==> config.mk <==
export PLATFORM = sky130hd
export DESIGN_NAME = tchc_isqrt
export DESIGN_NICKNAME = d
export VERILOG_FILES = /design/src/hdl/tchc_pkg.sv /design/src/hdl/tchc_isqrt.sv
export SDC_FILE = /design/constraint.sdc
export NUM_CORES = 2
export LEC_CHECK = 0
export BUFFER_PORTS_ARGS = -buffer_cell sky130_fd_sc_hd__buf_4
export CORE_MARGIN = 10
export CORE_UTILIZATION = 50
export CTS_CLUSTER_SIZE = 8
export DETAILED_ROUTE_END_ITERATION = 8
export PLACE_DENSITY = 0.66
export REMOVE_ABC_BUFFERS = 1
export SLEW_MARGIN = 20
export SYNTH_ARGS = -nofsm -noshare
export SYNTH_HDL_FRONTEND = slang
export SYNTH_MEMORY_MAX_BITS = 65536
export SYNTH_SLANG_ARGS = --single-unit
export TNS_END_PERCENT = 5
==> constraint.sdc <==
create_clock -name clk -period 11.54 [get_ports clk]
set_input_delay 2.308 -clock clk [delete_from_list [all_inputs] [get_ports clk]]
set_output_delay 2.308 -clock clk [all_outputs]
set_load 0.02 [all_outputs]
==> src/hdl/tchc_pkg.sv <==
`default_nettype none
package tchc_pkg;

	localparam int TABLE_LEN  = 24;
	localparam int SQRT_STEPS = 32;
	localparam int DIV_STEPS  = 31;

	localparam logic [31:0] TWO_PI_Q29 = 32'hC90F_DAA2;
	localparam logic [31:0] RECIP3     = 32'hAAAA_AAAB;
	localparam logic [16:0] FRAC_ONE   = 17'h1_0000;

	localparam logic [31:0] ATAN_TURNS [TABLE_LEN] = '{
		32'h2000_0000, 32'h12E4_051E, 32'h09FB_385B, 32'h0511_11D4, 32'h028B_0D43,
		32'h0145_D7E1, 32'h00A2_F61E, 32'h0051_7C55, 32'h0028_BE53, 32'h0014_5F2F,
		32'h000A_2F98, 32'h0005_17CC, 32'h0002_8BE6, 32'h0001_45F3, 32'h0000_A2FA,
		32'h0000_517D, 32'h0000_28BE, 32'h0000_145F, 32'h0000_0A30, 32'h0000_0518,
		32'h0000_028C, 32'h0000_0146, 32'h0000_00A3, 32'h0000_0051
	};

	typedef enum logic [1:0] {
		REG_MAX_PUSH      = 2'd0,
		REG_NOZZLE_OFFSET = 2'd1,
		REG_MAX_TURN_RATE = 2'd2
	} tchc_reg_t;

	typedef struct packed {
		logic signed [31:0] steer_x;
		logic signed [31:0] steer_y;
		logic [30:0]        body_mass;
		logic [15:0]        body_heading;
		logic signed [31:0] spin_rate;
		logic [30:0]        body_inertia;
	} tchc_req_t;

	typedef struct packed {
		logic signed [31:0] push_x;
		logic signed [31:0] push_y;
		logic [16:0]        thrust_fraction;
		logic signed [31:0] turn_impulse;
	} tchc_rsp_t;

endpackage
`default_nettype wire

==> src/hdl/tchc_isqrt.sv <==
`default_nettype none
module tchc_isqrt #(
	parameter int SB_W = 1
) (
	input  wire logic            clk,
	input  wire logic            en,
	input  wire logic [63:0]     rad,
	input  wire logic [SB_W-1:0] sb_in,
	output logic [31:0]          root,
	output logic [SB_W-1:0]      sb_out
);
	import tchc_pkg::*;

	logic [63:0]     rad_s  [0:SQRT_STEPS-1];
	logic [33:0]     rem_s  [0:SQRT_STEPS-1];
	logic [31:0]     root_s [0:SQRT_STEPS-1];
	logic [SB_W-1:0] sb_s   [0:SQRT_STEPS-1];

	for (genvar g = 0; g < SQRT_STEPS; g++) begin : g_step
		logic [63:0]     rad_c;
		logic [33:0]     rem_c;
		logic [31:0]     root_c;
		logic [SB_W-1:0] sb_c;
		logic [35:0]     cur;
		logic [35:0]     trial;

		if (g == 0) begin : g_first
			assign rad_c  = rad;
			assign rem_c  = '0;
			assign root_c = '0;
			assign sb_c   = sb_in;
		end else begin : g_next
			assign rad_c  = rad_s[g-1];
			assign rem_c  = rem_s[g-1];
			assign root_c = root_s[g-1];
			assign sb_c   = sb_s[g-1];
		end

		assign cur   = {rem_c, rad_c[63:62]};
		assign trial = {2'b00, root_c, 2'b01};

		always_ff @(posedge clk) begin
			if (en) begin
				rad_s[g] <= {rad_c[61:0], 2'b00};
				sb_s[g]  <= sb_c;
				if (cur >= trial) begin
					rem_s[g]  <= 34'(cur - trial);
					root_s[g] <= {root_c[30:0], 1'b1};
				end else begin
					rem_s[g]  <= cur[33:0];
					root_s[g] <= {root_c[30:0], 1'b0};
				end
			end
		end
	end

	assign root   = root_s[SQRT_STEPS-1];
	assign sb_out = sb_s[SQRT_STEPS-1];

endmodule
`default_nettype wire

# ---- Yosys cells after proc, flatten, opt, wreduce, memory -nomap -nowiden
# Memory sizes are Yosys's and may differ from the RTL's.
# Cells that the tools add are included.
dict set report classes {
  muxes 258
  bitwise 64
  n_lt_le_gt_ge 32
  addsub 32
}
# operator n
set op_table {}
lappend op_table {{>= comparator 36 x 34 -> 1 bit} 31}
lappend op_table {{two-way mux 34 bit} 32}
lappend op_table {{subtractor 34 bit} 31}
lappend op_table {{two-way mux 32 bit} 32}
lappend op_table {{two-way mux 1 bit} 194}
lappend op_table {{bitwise OR 1 bit} 64}
lappend op_table {{subtractor 2 x 1 -> 3 bit (second input constant)} 1}
lappend op_table {{>= comparator 2 x 1 -> 1 bit (second input constant)} 1}
dict set report word_totals {
  reg_bits 0
  in_bits 67
  ram_bits 4128
  out_inout_bits 33
  mem_count 4
  word_cells 390
}
# memory words word_bits read_ports rd_clocked_by_memory_dff wr line_no
set mem_list {}
lappend mem_list {rad_s 32 62 31 0 32 tchc_isqrt.sv:14} ;# logic [63:0] rad_s [0:SQRT_STEPS-1];
lappend mem_list {rem_s 32 34 31 0 32 tchc_isqrt.sv:15} ;# logic [33:0] rem_s [0:SQRT_STEPS-1];
lappend mem_list {root_s 32 32 32 0 32 tchc_isqrt.sv:16} ;# logic [31:0] root_s [0:SQRT_STEPS-1];
lappend mem_list {sb_s 32 1 32 0 32 tchc_isqrt.sv:17} ;# logic [SB_W-1:0] sb_s [0:SQRT_STEPS-1];

# ---- Depth between registers and ports, before layout
# An unclocked memory read counts as a cell.
dict set report logic_depth {
  ltp_word 6
  mapped_depth 14
  mapped_depth_nobuf 12
}

# ---- Least setup slack after synthesis
# Ideal clock, no wire load.
dict set report synth_timing {
  path_type {input-to-reg}
  start {input en}
  end {memory rem_s[25][0] (netlist: rem_s[1][306]), enable pin}
  arrival_ns 4.974
  setup_slack_ns 6.127
  path_buffers 5
  setup_time_ns 0.439
  path_stages 5
  cell_sequence {clkbuf_1 -> clkbuf_1 -> clkbuf_1 -> clkbuf_1 -> clkbuf_1}
}
# item line_no
set synth_rtl {}
lappend synth_rtl {{start: declaration} tchc_isqrt.sv:6} ;# input wire logic en,
lappend synth_rtl {{end: declaration} tchc_isqrt.sv:15}

==> reports/results.ini <==
[synth]
ys_async_sr_fraction_pct = 0
yosys.area.top_type = edfxtp_1
yosysSeqAreaShare_pct = 64.4
ys_warn_count = 0
syn_area_per_cell_sq_um = 12.9
synthCells = 9235
syn-cell-area_sq_um = 119000
synth_area_leaders = edfxtp_1 64%, ha_1 5.9%, xor2_1 3.4%
synth_edf_count = 2554
ys_types = 94
ys_seq_elements = 2555
synth_top_area_share_pct = 64.4
synth_ff_type = edfxtp_1

[pwr]
max-vdd-ir-drop_mv = 0.205
finalPower_uw = 27300
p_leak_uw = 0.0506
p_per_area_nw_per_um2 = 205

[final_layout]
drive_gt1_share_pct = 7.67
seqCellArea_sq_um = 76700
utilization_pct = 56.2
nets = 10200
final_area_sq_um = 133000
syn_to_final_growth_pct = 12.0
nFillCells = 19200
multi_input_area_sq_um = 39000

[cts]
cts_setup_buffers = 0
htreeDepth = 5
cts-root-buf = clkbuf_16
cts_num_sinks = 2555
cts_hold_buf = 0
numCtsBuffers = 370
clkTransAtPathRegs_ps = 50
clockBufferDepth = 4
post_cts_resized = 0
insertion_delay_ps = 940
cts_tree = done

[routing]
wl_per_cell_microns = 19.0
drcViolationCount = 0
drt_iter0_markers = 6000
antenna_left = 0
first_pass_iters = 6
drt-total-wl_microns = 242000
num_vias = 71700
viasPerCell = 5.62

[setup_path]
worstPathMaxFanout = 117
r2r_slack_ps = 7040
r2r_cells = 8
r2r-end = rem_s[0][315]
cp-start-kind = input pin
crit_type = input pin to flip-flop
end_kind = flip-flop
worstPathArrival_ps = 6080
required_ps = 12160
r2r-start = rem_s[0][282]

[sta]
max_freq_mhz = 183
whs_ps = 358
tightest_slew_ps = 1050
min_period_ps = 5460
timing.final.crit_share_pct = 47.3
finalHoldViolCount = 0
fin_setup_tns_ps = 0
timing.slew.headroom_pct = 29.7
skew_ps = 82.5
finalSetupViolations = 0
rsz0062_at_grt = false
drv_slew = 0

[hold_path]
holdCritStartpoint = rad_s[1][301]
hold_depth = 0
hold_end = rad_s[1][365]
hold_path_class = flip-flop to flip-flop

[floorplan]
die_w_microns = 508
rows = 179
start_util_pct = 50.2
core_area_sq_um = 237000
die_height_microns = 508
dieArea_sq_um = 258000
ios = 100

[grt]
grt.total_usage_pct = 18.4
grt_start_max_net_pins = 147
grt_pass1_vias = 70700
grt_overflow = 0
grt_pass1_wl_microns = 385000
antenna_found_initial = 5

[placed_design]
io_buffers = 99
gp_congestion = 0.914
hpwl_microns = 174000
place_area_sq_um = 124000

[status]
status = complete, no violations

[flow_run]
drv_cap = 0

-- registers in the layout, indices dropped and copies added, names as in the netlist --
signal	cells
sb_s	32
rad_s	992
rem_s	1003
root_s	528
-- Yosys cell counts, types with 113 or more instances --
cell	instances
nor2_1	441
ha_1	563
o21ai_0	586
nand3_1	151
clkbuf_1	189
nor4_1	119
nand2b_1	135
a21oi_1	481
xnor2_1	375
edfxtp_1	2554
a21o_1	233
or3_1	113
xor2_1	460
nor3_1	234
nand2_1	730
inv_1	710
-- layer usage --
metal / vias up / global-route usage, % / wire (microns)
li1: 34700 / - / -
met1: 34700 / 25.6 / 109000
met2: 1820 / 29.8 / 113000
met3: 493 / 2.81 / 12200
met4: 0 / 5.72 / 7140
met5: - / 0 / 0
-- kinds of logic after synthesis --
kind of cell	count (synthesis)	share of synthesized area (%)
AOI/OAI and AO/OA	1861	9.73
xor gates and xnor gates	835	6.14
DFF	2555	64.4
and+or+nand+nor	2417	10.2
muxes	74	0.675
adders and majority gates	563	5.91
buffers and inverters	930	2.97
-- where the power goes --
part           internal, uW  total, uW  switching (uW)  leakage (uW)
sequential            11800      12600             805        0.0246
combinational          2270       5460            3190        0.0212
clock                  5670       9260            3580       0.00473
total                 19700      27300            7580        0.0506
-- final cells by class --
class | count | area share, %
multi-input combinational | 5750 | 29.2
inverter | 713 | 2.01
antenna | 2 | 0.00375
tap | 3167 | 2.97
clock buffer | 397 | 7.08
clock inverter | 12 | 0.165
timing repair buffer | 165 | 1.00
sequential | 2555 | 57.5
-- cells in the final DEF (no fill, tap or decap), types with 20 or more instances in the layout --
| master | count |
|---|---|
| a211oi_1 | 41 |
| a21boi_0 | 22 |
| a21o_1 | 233 |
| a21oi_1 | 481 |
| a31oi_1 | 39 |
| and2_1 | 46 |
| and3_1 | 48 |
| buf_4 | 155 |
| clkbuf_1 | 23 |
| clkbuf_16 | 374 |
| edfxtp_1 | 2554 |
| ha_1 | 563 |
| inv_1 | 710 |
| mux2_2 | 50 |
| mux2i_1 | 23 |
| nand2_1 | 730 |
| nand2b_1 | 135 |
| nand3_1 | 151 |
| nand3b_1 | 21 |
| nand4_1 | 88 |
| nor2_1 | 440 |
| nor2b_1 | 71 |
| nor3_1 | 233 |
| nor3b_1 | 20 |
| nor4_1 | 117 |
| nor4b_1 | 21 |
| o211ai_1 | 45 |
| o21a_1 | 87 |
| o21ai_0 | 586 |
| o21bai_1 | 45 |
| o31ai_1 | 42 |
| or2_2 | 58 |
| or3_1 | 113 |
| or4_1 | 52 |
| xnor2_1 | 375 |
| xor2_1 | 460 |
-- worst max-delay path by stage --
stage / start / end / slack [ps] / cells past startpoint
final: en / rem_s[1][236] / 6080 / 11
after global routing: en / rem_s[0][120] / 5790 / 11
after CTS: en / rem_s[1][236] / 6140 / 11
after detailed placement: en / rem_s[0][120] / 5130 / 11
after global placement: en / rem_s[0][120] / 5250 / 11
after floorplan: en / rem_s[1][303] / 4510 / 8
-- per-stage QoR --
step / cells / setup slack (ps)
after floorplan: 9018 / 4510
after global placement: 12300 / 5250
after detailed placement: 12300 / 5130
after CTS: 12800 / 6140
after global routing: 12800 / 5790
final: 12800 / 6080
-- worst max-delay path, stage by stage --
cell and delay, ps:
buf_16 370, buf_12 540, buf_4 700, nor4b_1 360, and3_1 240, o311a_1 250, o31a_1 530, buf_4 340
nor2_1 60, nand4b_1 120, xnor2_1 70
Note: power is estimated with default switching activity, not from simulation.
